$ cat src/rtl/tsr_pkg.sv
// ----------------------------------------------------------------------------
// tsr_pkg
// Shared widths, constants and types of the triangle span rasterizer.
// ----------------------------------------------------------------------------
package tsr_pkg;

  localparam int COORD_W  = 10;
  localparam int COLOR_W  = 16;
  localparam int ADDR_W   = 20;
  localparam int STRIDE_W = 11;

  typedef logic [COORD_W-1:0]  coord_t;
  typedef logic [COLOR_W-1:0]  color_t;
  typedef logic [ADDR_W-1:0]   addr_t;
  typedef logic [STRIDE_W-1:0] stride_t;

  // Largest column value, also the "empty" minimum of a row
  localparam coord_t  COORD_MAX  = 10'h3ff;
  localparam stride_t STRIDE_RST = 11'd1024;

  // One vertex or one walked pixel
  typedef struct packed {
    coord_t x;
    coord_t y;
  } point_t;

  // Pixel stream from the edge walker
  typedef struct packed {
    logic   valid;
    point_t pt;
  } walk_pt_t;

  // Row table operations
  typedef enum logic [1:0] {
    TBL_NOP   = 2'd0,
    TBL_CLEAR = 2'd1,
    TBL_WIDEN = 2'd2,
    TBL_READ  = 2'd3
  } tbl_op_e;

  typedef struct packed {
    tbl_op_e op;
    coord_t  row;
    coord_t  x;
  } tbl_req_t;

  // One entry of the row table
  typedef struct packed {
    coord_t x_min;
    coord_t x_max;
  } row_span_t;

endpackage

$ cat src/rtl/tsr_edge_walker.sv
// ----------------------------------------------------------------------------
// tsr_edge_walker
// Bresenham walk over the edges a->b, b->c, c->a; one pixel per cycle.
// ----------------------------------------------------------------------------
module tsr_edge_walker (
  input  logic                clk_i,
  input  logic                rst_ni,
  input  logic                start_i,
  input  tsr_pkg::point_t     vert_i [3],
  output tsr_pkg::walk_pt_t   pt_o,
  output logic                active_o
);

  localparam int          ErrW     = 14;
  localparam int          DW       = tsr_pkg::COORD_W + 1;
  localparam logic [1:0]  LastEdge = 2'd2;

  // Walk state
  logic                   active_q, active_d;
  logic [1:0]             edge_q, edge_d;
  tsr_pkg::coord_t        x_q, x_d, y_q, y_d, x1_q, x1_d, y1_q, y1_d;
  logic [DW-1:0]          dx2_q, dx2_d, dy2_q, dy2_d;
  logic                   sxn_q, sxn_d, syn_q, syn_d, xmaj_q, xmaj_d;
  logic signed [ErrW-1:0] err_q, err_d;

  // Edge setup
  logic [1:0]             ld_sel;
  tsr_pkg::point_t        p0, p1;
  logic signed [DW-1:0]   dxs, dys;
  logic [DW-1:0]          adx, ady, ld_dx2, ld_dy2;
  logic                   ld_xmaj;
  logic signed [ErrW-1:0] ld_err;

  always_comb begin
    ld_sel = start_i ? 2'd0 : edge_q + 2'd1;
    unique case (ld_sel)
      2'd0: begin
        p0 = vert_i[0];
        p1 = vert_i[1];
      end
      2'd1: begin
        p0 = vert_i[1];
        p1 = vert_i[2];
      end
      default: begin
        p0 = vert_i[2];
        p1 = vert_i[0];
      end
    endcase
    dxs     = $signed({1'b0, p1.x}) - $signed({1'b0, p0.x});
    dys     = $signed({1'b0, p1.y}) - $signed({1'b0, p0.y});
    adx     = dxs[DW-1] ? DW'(-dxs) : DW'(dxs);
    ady     = dys[DW-1] ? DW'(-dys) : DW'(dys);
    ld_dx2  = {adx[DW-2:0], 1'b0};
    ld_dy2  = {ady[DW-2:0], 1'b0};
    ld_xmaj = ld_dx2 > ld_dy2;
    ld_err  = ld_xmaj ? ($signed(ErrW'(ld_dy2)) - $signed(ErrW'(adx)))
                      : ($signed(ErrW'(ld_dx2)) - $signed(ErrW'(ady)));
  end

  // Step along the current edge
  logic at_end, err_pos;

  always_comb begin
    at_end   = xmaj_q ? (x_q == x1_q) : (y_q == y1_q);
    err_pos  = !err_q[ErrW-1];
    active_d = active_q;
    edge_d   = edge_q;
    x_d      = x_q;
    y_d      = y_q;
    x1_d     = x1_q;
    y1_d     = y1_q;
    dx2_d    = dx2_q;
    dy2_d    = dy2_q;
    sxn_d    = sxn_q;
    syn_d    = syn_q;
    xmaj_d   = xmaj_q;
    err_d    = err_q;
    if (start_i || (active_q && at_end && (edge_q != LastEdge))) begin
      active_d = 1'b1;
      edge_d   = ld_sel;
      x_d      = p0.x;
      y_d      = p0.y;
      x1_d     = p1.x;
      y1_d     = p1.y;
      dx2_d    = ld_dx2;
      dy2_d    = ld_dy2;
      sxn_d    = dxs[DW-1];
      syn_d    = dys[DW-1];
      xmaj_d   = ld_xmaj;
      err_d    = ld_err;
    end else if (active_q && at_end) begin
      active_d = 1'b0;
    end else if (active_q) begin
      if (xmaj_q) begin
        x_d   = sxn_q ? x_q - 1'b1 : x_q + 1'b1;
        if (err_pos) y_d = syn_q ? y_q - 1'b1 : y_q + 1'b1;
        err_d = err_q + $signed(ErrW'(dy2_q))
                - (err_pos ? $signed(ErrW'(dx2_q)) : '0);
      end else begin
        y_d   = syn_q ? y_q - 1'b1 : y_q + 1'b1;
        if (err_pos) x_d = sxn_q ? x_q - 1'b1 : x_q + 1'b1;
        err_d = err_q + $signed(ErrW'(dx2_q))
                - (err_pos ? $signed(ErrW'(dy2_q)) : '0);
      end
    end
  end

  always_ff @(posedge clk_i or negedge rst_ni) begin
    if (!rst_ni) begin
      active_q <= 1'b0;
      edge_q   <= '0;
    end else begin
      active_q <= active_d;
      edge_q   <= edge_d;
    end
  end

  always_ff @(posedge clk_i) begin
    x_q    <= x_d;
    y_q    <= y_d;
    x1_q   <= x1_d;
    y1_q   <= y1_d;
    dx2_q  <= dx2_d;
    dy2_q  <= dy2_d;
    sxn_q  <= sxn_d;
    syn_q  <= syn_d;
    xmaj_q <= xmaj_d;
    err_q  <= err_d;
  end

  // Current pixel goes out every active cycle
  assign pt_o.valid = active_q;
  assign pt_o.pt.x  = x_q;
  assign pt_o.pt.y  = y_q;
  assign active_o   = active_q;

endmodule

$ cat config.mk
export PLATFORM = sky130hd
export DESIGN_NAME = tsr_edge_walker
export DESIGN_NICKNAME = d
export VERILOG_FILES = /design/src/rtl/tsr_pkg.sv /design/src/rtl/tsr_edge_walker.sv
export SDC_FILE = /design/constraint.sdc
export NUM_CORES = 1
export LEC_CHECK = 0
export ABC_CLOCK_PERIOD_IN_PS = 15400
export BUFFER_PORTS_ARGS = -buffer_cell sky130_fd_sc_hd__buf_2
export CORE_MARGIN = 2
export CORE_UTILIZATION = 25
export CTS_CLUSTER_DIAMETER = 150
export DETAILED_ROUTE_END_ITERATION = 7
export PLACE_DENSITY_LB_ADDON = 0.2
export REMOVE_ABC_BUFFERS = 1
export SLEW_MARGIN = 20
export SYNTH_ARGS = -nofsm -noshare
export SYNTH_HDL_FRONTEND = slang
export SYNTH_SLANG_ARGS = --single-unit
$ cat constraint.sdc
create_clock -name clk_i -period 15.4 [get_ports clk_i]
set_clock_uncertainty 0.05 [all_clocks]
set_input_delay 0.77 -clock clk_i [delete_from_list [all_inputs] [get_ports clk_i]]
set_output_delay 0.77 -clock clk_i [all_outputs]
set_load 0.01 [all_outputs]
## Yosys cells after proc, flatten, opt, wreduce, memory -nomap -nowiden

Index checks and enable logic that the tools add are counted.

| storage, ports and cells | value |
|---|---|
| logic and storage cells | 71 |
| flip-flop bits (word level) | 80 |
| output and inout port bits | 22 |

| cells by class | value |
|---|---|
| reductions and logical operators | 9 |
| eq/ne operators | 7 |
| add/subtract/negate cells | 15 |
| mux-type cells | 27 |
| $lt $le $gt $ge | 1 |

Operators by type and width:

| cell | count |
|---|---|
| $mux W10 | 12 |
| $pmux W20 S2 | 2 |
| $mux W14 | 5 |
| $mux W11 | 4 |
| $add A14 B11 Y14 | 2 |
| $sub A14 B11 Y14 | 2 |
| $sub A11 B11 Y12 | 2 |
| $neg A11 Y11 | 2 |
| $sub A10 B10 Y11 | 2 |
| $add A10 B1 Y10 const B | 2 |
| $eq A10 B10 Y1 | 2 |
| $sub A10 B1 Y10 const B | 2 |
| $gt A11 B11 Y1 | 1 |
| $ne A3 B2 Y1 const B | 2 |
| $reduce_and A3 Y1 | 2 |
| $reduce_bool A2 Y1 | 2 |
| $mux W1 | 3 |
| $add A2 B1 Y2 const B | 1 |
| $eq A2 B1 Y1 const B | 1 |
| $logic_and A1 B1 Y1 | 2 |
| $logic_not A2 Y1 | 1 |
| $mux W2 | 1 |
| $ne A2 B1 Y1 const B | 1 |
| $ne A2 B2 Y1 const B | 1 |
| other kinds (2) | 2 |

## Logic depth before layout (Yosys ltp)

Gate-level depths: netlist of the first run.

| depth | value |
|---|---|
| depth after elaboration | 10 |
| mapped depth | 36 |

## Worst setup path before layout of the first run

No wires, ideal clock.

| path | value |
|---|---|
| path type | flip-flop to flip-flop |
| start point | reg edge_q[0] |
| end point | reg err_q[11] (data pin) |
| setup slack | 8201 ps |
| library setup time | 166 ps |
| clock period less this slack | 7199 ps |
| arrival | 6983 ps |
| cell stages (with the launch flop) | 36 |
| cell sequence | dfrtp_1 buf_2 clkbuf_1 inv_1 ha_1 buf_6 buf_6 clkbuf_1 clkbuf_1 nor2_1 a21oi_1 o22ai_1 ha_1 fa_1 inv_1 a21oi_1 maj3_2 and2_1 o31ai_1 clkinv_1 nand2b_1 xor2_1 inv_1 ha_1 a21oi_1 inv_1 a21oi_1 nor2_1 nor2_1 o21bai_1 maj3_2 a221o_1 o21ai_0 o21ai_1 mux2_4 o21ai_2 |

| between the ends | value |
|---|---|
| elaborated cells on any way between the ends | 20 |
| classes of those cells | 7 x add/sub; 1 x order compare; 2 x eq/ne; 7 x mux; 3 x reduce/logical |

RTL lines:

| element | RTL line | text |
|---|---|---|
| start: declaration | tsr_edge_walker.sv:20 | `logic [1:0] edge_q, edge_d;` |
| start signal: assignment | tsr_edge_walker.sv:115 | `edge_q <= edge_d;` |
| $add A2 B1 Y2 (*) | tsr_edge_walker.sv:35 | `ld_sel = start_i ? 2'd0 : edge_q + 2'd1;` |
| $mux W2 (*) | tsr_edge_walker.sv:35 |  |
| $eq A2 B1 Y1 / $logic_not A2 Y1 (equally long branches) | tsr_edge_walker.sv:36 | `unique case (ld_sel)` |
| $pmux W20 S2 | tsr_edge_walker.sv:36 |  |
| $sub A10 B10 Y11 (*) | tsr_edge_walker.sv:50 | `dxs = $signed({1'b0, p1.x}) - $signed({1'b0, p0.x});` |
| via dxs[10] | tsr_edge_walker.sv:29 | `logic signed [DW-1:0] dxs, dys;` |
| $mux W11 (*) | tsr_edge_walker.sv:52 | `adx = dxs[DW-1] ? DW'(-dxs) : DW'(dxs);` |
| via adx[2] | tsr_edge_walker.sv:30 | `logic [DW-1:0] adx, ady, ld_dx2, ld_dy2;` |
| $sub A11 B11 Y12, or another cell as far along | tsr_edge_walker.sv:58 | `: ($signed(ErrW'(ld_dx2)) - $signed(ErrW'(ady)));` |
| $mux W14 (*) | tsr_edge_walker.sv:57 | `ld_err = ld_xmaj ? ($signed(ErrW'(ld_dy2)) - $signed(ErrW'(adx)))` |
| $mux W14 (*) | tsr_edge_walker.sv:79 | `if (start_i \|\| (active_q && at_end && (edge_q != LastEdge))) begin` |
| via err_d[11] | tsr_edge_walker.sv:24 | `logic signed [ErrW-1:0] err_q, err_d;` |
| end signal: assignment | tsr_edge_walker.sv:129 | `err_q <= err_d;` |
| end: declaration | tsr_edge_walker.sv:24 |  |

Mark *: on every way through the listed nets, which the timed path passes. The rest lies on a longest branch.
A chain may end at the register's enable or synchronous reset.

## Worst setup path in the final report of the first run

| path | value |
|---|---|
| start point | reg edge_q[0] |
| end point | reg err_q[6] (data pin) |

| between the ends | value |
|---|---|
| elaborated cells on any way between the ends | 20 |
| classes of those cells | 7 x add/sub; 1 x order compare; 2 x eq/ne; 7 x mux; 3 x reduce/logical |

RTL lines:

| element | RTL line | text |
|---|---|---|
| $add A2 B1 Y2 (*) | tsr_edge_walker.sv:35 |  |
| $mux W2 (*) | tsr_edge_walker.sv:35 |  |
| $eq A2 B1 Y1 / $logic_not A2 Y1 (equally long branches) | tsr_edge_walker.sv:36 |  |
| $pmux W20 S2 | tsr_edge_walker.sv:36 |  |
| $sub A10 B10 Y11 (*) | tsr_edge_walker.sv:50 |  |
| via dxs[10] | tsr_edge_walker.sv:29 |  |
| $mux W11 (*) | tsr_edge_walker.sv:52 |  |
| via adx[5] | tsr_edge_walker.sv:30 |  |
| $gt A11 B11 Y1 (*) | tsr_edge_walker.sv:56 | `ld_xmaj = ld_dx2 > ld_dy2;` |
| via ld_xmaj | tsr_edge_walker.sv:31 | `logic ld_xmaj;` |
| $mux W14 (*) | tsr_edge_walker.sv:57 |  |
| $mux W14 (*) | tsr_edge_walker.sv:79 |  |
| via err_d[6] | tsr_edge_walker.sv:24 |  |

Marked as above.

==> summary.txt, run 1 <==
Floorplanning
  – Initial Util: 0.2546
  – Top Ports: 85
  – Core ar.: 36,790 um^2
  – Die area: 39,030 um^2
  – # rows: 70
  – Die Wd: 197.6 um
  – Die height: 197.6 um

Synth
  – Post-synth ARST share: 0.03797
  – Largest family of logic cells by synthesized area: compound AO/OA/AOI/OAI gates
  – Netlist cell types: 85
  – Number of synthesized register bits: 79
  – Synthesized-area fraction occupied by adder cells: 0.1715
  – Syn Std Cell Area: 9365 um^2
  – EDFF count, synth: 76
  – Syn_area_per_cell: 8.332 um^2
  – Ys Warns: 0
  – Synth Instances: 1,124
  – Post-Synth Simple-Gate Area: 0.1506
  – Synth Area in Compound Gates: 0.2242
  – Register area share after synthesis: 0.2517
  – Main synth FF type: edfxtp_1
  – Multiplexer area fraction after synthesis: 0.01176
  – Xor/xnor share of the synthesized area: 0.1046

Critical path
  – Crit path DAT: 8.50 ns
  – CP peak stage delay: 0.66 ns
  – Slowest CP cell: ha_4
  – Critical Path End Type: register
  – CP startpoint kind: register
  – CP Max Fanout: 53
  – Kind of critical path: register to register
  – Data required time of the critical path: 15.58 ns

Detailed routing
  – First-pass iteration count of the detailed router: 4
  – Post-Route WL: 25.88 mm
  – Via count: 7,818
  – Drt wl/cell: 15.66 um
  – Detail Route Antenna Nets: 0
  – DRT iter0 DRCs: 438
  – Drc violations: 0
  – Vias per inst: 4.732

STA
  – Min Tclk post-route: 8.323 ns
  – Setup TNS: 0 ns
  – Setup violations, final: 0
  – Setup WS post-layout: 7.077 ns
  – Period utilisation layout: 0.5404
  – RSZ-0062 raised after global routing: false
  – Worst slew pin tran: 0.9232 ns
  – Max Slew Vio Count: 0
  – Final Hold Vio Count: 0
  – Fmax: 0.1202 GHz
  – Slew HR: 0.3846

Clocking
  – Clock latency on the worst-skew pair: 0.36 ns
  – Post_cts resized: 0
  – Hold-fix buffer count after cts: 0
  – Clock Sinks: 79
  – CTS Buffer Depth: 2
  – Number of setup buffers added after CTS: 0
  – CTS Root Cell: clkbuf_16
  – TritonCTS clock tree: yes
  – Clock transition at the registers of the reported paths: 0.07 ns
  – H-tree levels: 3
  – Num CTS Buffers: 9

Cells and area
  – NumNets Final: 1,351
  – Fillers: 4,009
  – Area delta synth->final: 12.53%
  – Share of cells above drive strength 1: 0.1233
  – N_diodes: 0

Job
  – Max-cap violations: 0

Pwr
  – Clock Power Share: 0.089
  – P_sw: 1.203 mW
  – Internal power: 1.269 mW
  – Lkg Pwr: 4.520 nW
  – Max VDD drop: 0.00006572 V
  – Sequential share of power: 0.163
  – Switching Fraction: 0.4866
  – Combinational share of power: 0.748
  – Pwr dens: 234.6 nW/um^2

Status
  – Status: completed

Placement
  – # port buffers: 84
  – Gpl congestion: 0.8222
  – HPWL after DPL: 20.61 mm
  – Pre-CTS setup slack: 7.152 ns

Global route
  – Largest net degree at the start of global routing: 58
  – Global-route wire length before repair: 41.99 mm
  – Aggregate global routing overflow: 0
  – Gr usage total: 0.1363
  – Initial antenna violation count: 0
  – Vias in the first global route: 7,867

Hold path
  – Worst hold path type: input pin to async pin
worst paths after layout:
check,start,endpoint,slack (ns),cells past startpoint
min in group clk_i,edge_q[1],edge_q[1],0.53,2
worst min-delay path,rst_ni,edge_q[0],0.14,1
worst max-delay path,edge_q[0],err_q[6],7.08,30
max in group asynchronous,rst_ni,edge_q[0],15.04,1
worst min register to register,edge_q[1],edge_q[1],0.53,2
worst max register to register,edge_q[0],err_q[6],7.08,30
layout make-up:
class / count / area, um^2 / share of cell area
timing repair buffer: 94 / 495.5 / 0.04701
multi-input combinational: 843 / 6237 / 0.5918
sequential: 79 / 2359 / 0.2238
clock inverter: 5 / 58.81 / 0.005580
inverter: 152 / 570.5 / 0.05414
tap: 468 / 585.6 / 0.05556
clock buffer: 11 / 232.7 / 0.02208
Yosys cell counts (all sizes together), types with 14 or more instances:
master  instances  area share
a211oi         15       0.012
a21o           14       0.011
a21oi          98       0.053
buf            18       0.012
clkbuf         32       0.013
edfxtp         76        0.24
fa             28       0.060
ha             81        0.11
inv           150       0.060
nand2          55       0.022
nor2          143       0.057
nor3           14      0.0075
o21ai          58       0.033
o21bai         18       0.014
o22a           20       0.019
o22ai          22       0.015
xnor2          70       0.066
xor2           41       0.038
critical path, delay by kind of cell, from the launching register on:
kind                     cells  cell delay, ns
AND/OR/NAND/NOR              8            1.16
buffers and inverters        7            1.89
AO/OA/AOI/OAI                9            2.34
flip-flops                   1            0.34
XOR/XNOR                     1            0.36
adder cells (fa/ha/maj)      5            2.04
cells by family after synthesis:
family	count (synthesis)
AOI/OAI and AO/OA	313
xor gates and xnor gates	111
adders and majority gates	112
buffers and inverters	202
DFF	79
muxes	9
and+or+nand+nor	298
metal layers:
layer / part of all wire / vias up / routed length [um] / track usage
met2: 0.48 / 116 / 12480 / 0.2368
met4: 0.014 / 0 / 374 / 0.03787
met3: 0.025 / 26 / 645 / 0.01520
met5: 0 / - / 0 / 0
met1: 0.48 / 3640 / 12380 / 0.1785
li1: - / 4036 / - / -
per-stage QoR:
step | hold WS [ns] | cell area (um^2) | util | instances | total power [mW]
2_1_floorplan | 0.4244 | 9134 | - | 1074 | 1.825
4_1_cts | 0.1229 | 10540 | 0.2865 | 1652 | 2.506
3_3_place_gp | 0.5199 | 10250 | 0.2786 | 1636 | 2.261
3_5_place_dp | 0.5139 | 10250 | 0.2786 | 1636 | 2.268
5_1_grt | 0.1312 | 10540 | 0.2865 | 1652 | 2.782
6_report | 0.1362 | 10540 | 0.2865 | 1652 | 2.472
state kept, by name, indices dropped and copies added, names as in the netlist:
name / cells
x_q: 10
edge_q: 2
err_q: 13
y1_q: 10
x1_q: 10
active_o: 1
xmaj_q: 1
dx2_q: 10
dy2_q: 10
y_q: 10
syn_q: 1
sxn_q: 1
power groups by stage:
stage	clock [mW]	sequential [mW]	combinational [mW]
floorplan	0	0.413	1.41
global placement	0	0.412	1.85
detailed placement	0	0.411	1.86
CTS	0.228	0.407	1.87
global route	0.236	0.414	2.13
finish	0.221	0.403	1.85
placed cells by master, fill, tap and decap left out, types with 14 or more instances in the layout:
cell,n
a21o_1,14
fa_1,28
o21bai_1,18
a211oi_1,15
nor3_1,14
buf_2,84
nor2_1,143
ha_1,80
o22ai_1,22
inv_1,148
o21ai_0,53
nand2_1,55
a21oi_1,96
xnor2_1,69
xor2_1,41
edfxtp_1,76
o22a_1,20
Note: power is estimated with default switching activity, not from simulation.
==> inputs of run 2 (changes only) <==
--- a/config.mk
+++ b/config.mk
@@ -5,7 +5,7 @@
 export SDC_FILE = /design/constraint.sdc
 export NUM_CORES = 1
 export LEC_CHECK = 0
-export ABC_CLOCK_PERIOD_IN_PS = 15400
+export ABC_CLOCK_PERIOD_IN_PS = 7000
 export BUFFER_PORTS_ARGS = -buffer_cell sky130_fd_sc_hd__buf_2
 export CORE_MARGIN = 2
 export CORE_UTILIZATION = 25
==> constraint.sdc (replaced) <==
create_clock -name clk_i -period 7 [get_ports clk_i]
set_clock_uncertainty 0.05 [all_clocks]
set_input_delay 0.35 -clock clk_i [delete_from_list [all_inputs] [get_ports clk_i]]
set_output_delay 0.35 -clock clk_i [all_outputs]
set_load 0.01 [all_outputs]
==> run 2 against run 1 <==
Against the previous run: register-to-register slack worse by 6.6 ns; setup slack worse by 6.6 ns; via count up 1.5%; worst hold slack better by 0.11 ns; utilization up 0.85 points; clock-buffer cell count down 2; clock power up 120%; routed wire length up 4.8%; final cell count up 1.5%; global-route usage down 0.13 points; critical endpoint is now err_q[3]; highest routed layer unchanged.
==> summary.txt, run 2 (same netlist as run 1, synthesis figures left out) <==
STA
  – Slew HR: 0.3972 (+0.01264)
  – Min Tclk post-route: 6.537 ns (-1.786 ns)
  – Worst hold slack: 0.2457 ns (+0.1095 ns)
  – RSZ-0062 raised after global routing: false
  – Fmax: 0.1530 GHz (+27%)
  – Setup violations, final: 0 (unchanged)
  – Max Slew Vio Count: 0 (unchanged)
  – Worst slew pin tran: 0.8977 ns (-0.02542 ns)
  – Period utilisation layout: 0.9339 (+0.3934)
  – Final Hold Vio Count: 0 (unchanged)

Cells and area
  – Largest register FFs: 13 (unchanged)
  – Biggest register: err_q
  – Share of cells above drive strength 1: 0.1472 (+0.02392)
  – Commonest non-fill, non-tap cell in the layout: inv_1
  – NumNets Final: 1,376 (+1.9%)
  – Highest-count cells in the layout ignoring fill and taps: inv_1 (148), nor2_1 (143), a21oi_1 (96)
  – Fillers: 3,933 (-1.9%)
  – Post-route cell area: 10,850 um^2 (+3.0%)
  – N_diodes: 0 (unchanged)
  – Area delta synth->final: 15.86%

Global route
  – Gr usage total: 0.1350 (-0.001344)
  – Aggregate global routing overflow: 0 (unchanged)
  – Largest net degree at the start of global routing: 94 (+62%)
  – Vias in the first global route: 7,653 (-2.7%)
  – Initial antenna violation count: 0 (unchanged)
  – Global-route wire length before repair: 41.69 mm (-0.72%)

Floorplanning
  – Die area: 39,030 um^2 (unchanged)
  – Initial Util: 0.2546 (unchanged)
  – Core ar.: 36,790 um^2 (unchanged)
  – Top Ports: 85 (unchanged)
  – Die height: 197.6 um (unchanged)
  – # rows: 70 (unchanged)
  – Die Wd: 197.6 um (unchanged)

Clocking
  – Clock latency on the worst-skew pair: 0.37 ns (about the same)
  – CTS Root Cell: clkbuf_16
  – H-tree levels: 3 (unchanged)
  – Num CTS Buffers: 9 (unchanged)
  – Clock Sinks: 79 (unchanged)
  – TritonCTS clock tree: yes
  – Clock transition at the registers of the reported paths: 0.08 ns (about the same)
  – CTS Buffer Depth: 2 (unchanged)

Critical path
  – Slowest CP cell: a21oi_2
  – Kind of critical path: register to register
  – Critical Path End Type: register
  – CP startpoint kind: register
  – CP peak stage delay: 0.50 ns (-0.16 ns)
  – Crit path DAT: 6.57 ns (-1.93 ns)
  – Crit path max-delay family: compound AO/OA/AOI/OAI gates
  – Worst Path Buf+Inv: 6 (-1)
  – CP Max Fanout: 7 (-87%)
  – Data required time of the critical path: 7.03 ns (-8.55 ns)
  – Critical Path Most Common Cell: inv_1

Placement
  – HPWL after DPL: 20.66 mm (+0.23%)
  – Dpl cell area: 10,350 um^2 (+0.97%)
  – # port buffers: 84 (unchanged)
  – Gpl congestion: 0.8133 (-1.1%)

Pwr
  – Pwr dens: 510.8 nW/um^2 (+120%)
  – Lkg Pwr: 4.685 nW (+3.6%)
  – Max VDD drop: 0.0001924 V (+190%)

Status
  – Status: completed

Job
  – Max-cap violations: 0 (unchanged)

Detailed routing
  – Drc violations: 0 (unchanged)
  – DRT iter0 DRCs: 353 (-19%)
  – Via count: 7,935 (+1.5%)
  – Detail Route Antenna Nets: 0 (unchanged)
  – First-pass iteration count of the detailed router: 5 (+1)
  – Drt wl/cell: 16.18 um (+3.3%)
  – Post-Route WL: 27.13 mm (+4.8%)
  – Vias per inst: 4.732 (about the same)

Hold path
  – Worst hold path type: input pin to async pin
==> run 2: cell types whose count changed in the layout (fill, tap and decap cells not counted), moves of 2 or more <==
cell	change
clkbuf_1	-2
xor2_2	+2
inv_6	+3
buf_12	+2
xor2_1	-2
buf_4	+18
clkbuf_16	+2
==> run 2: per-stage QoR <==
step / utilization / setup WS, ns / power, mW / TNS (ns) / std cells
floorplan: - / -2.720 / 4.015 / -40.92 / 1074
global placement: 0.2811 / 0.2058 / 5.014 / 0 / 1645
detailed placement: 0.2813 / 0.1659 / 5.039 / 0 / 1645
CTS: 0.2894 / 0.1348 / 5.551 / 0 / 1662
global route: 0.2950 / 0.06987 / 6.212 / 0 / 1677
finish: 0.2950 / 0.4630 / 5.543 / 0 / 1677
==> run 2: path summary, 6_finish.rpt <==
check,from,end,slack [ns],cells after the start
min,rst_ni,active_o,0.25,2
max in group asynchronous,rst_ni,edge_q[0],6.53,2
max,edge_q[0],err_q[3],0.46,28
max reg2reg,edge_q[0],err_q[3],0.46,28
min in group clk_i,vert_i[30],x1_q[0],0.31,3
min reg2reg,edge_q[1],edge_q[1],0.54,2
==> run 2: timing repair <==
action / CTS / global route
gates resized for setup: 0 / 7
hold endpoints to repair: 3 / 0
setup endpoints to repair: 0 / 14
setup buffers: 0 / 12
hold buffers: 1 / 0
==> run 2: area by class of cell <==
cell class	instances	area (um^2)	area share
Timing Repair Buffer	118	758.2	0.06988
Clock buffer	9	225.2	0.02076
Clock inverter	7	62.56	0.005766
Multi-Input combinational cell	844	6286	0.5793
Sequential cell	79	2359	0.2174
Tap cell	468	585.6	0.05397
Inverter	152	574.3	0.05293
==> run 2: per-layer routing <==
metal  share of wire  global-route usage  vias up
li1                -                   -     4106
met1            0.49              0.1833     3719
met2            0.47              0.2278       89
met3           0.018             0.01315       21
met4           0.016             0.03732        0
met5               0                   0        -
==> run 2: power by group <==
| group | leakage [nW] | total [mW] | internal, mW | switching [mW] |
|---|---|---|---|---|
| registers | 0.800 | 0.889 | 0.771 | 0.118 |
| logic | 3.75 | 4.17 | 1.81 | 2.36 |
| clock network | 0.139 | 0.482 | 0.248 | 0.233 |
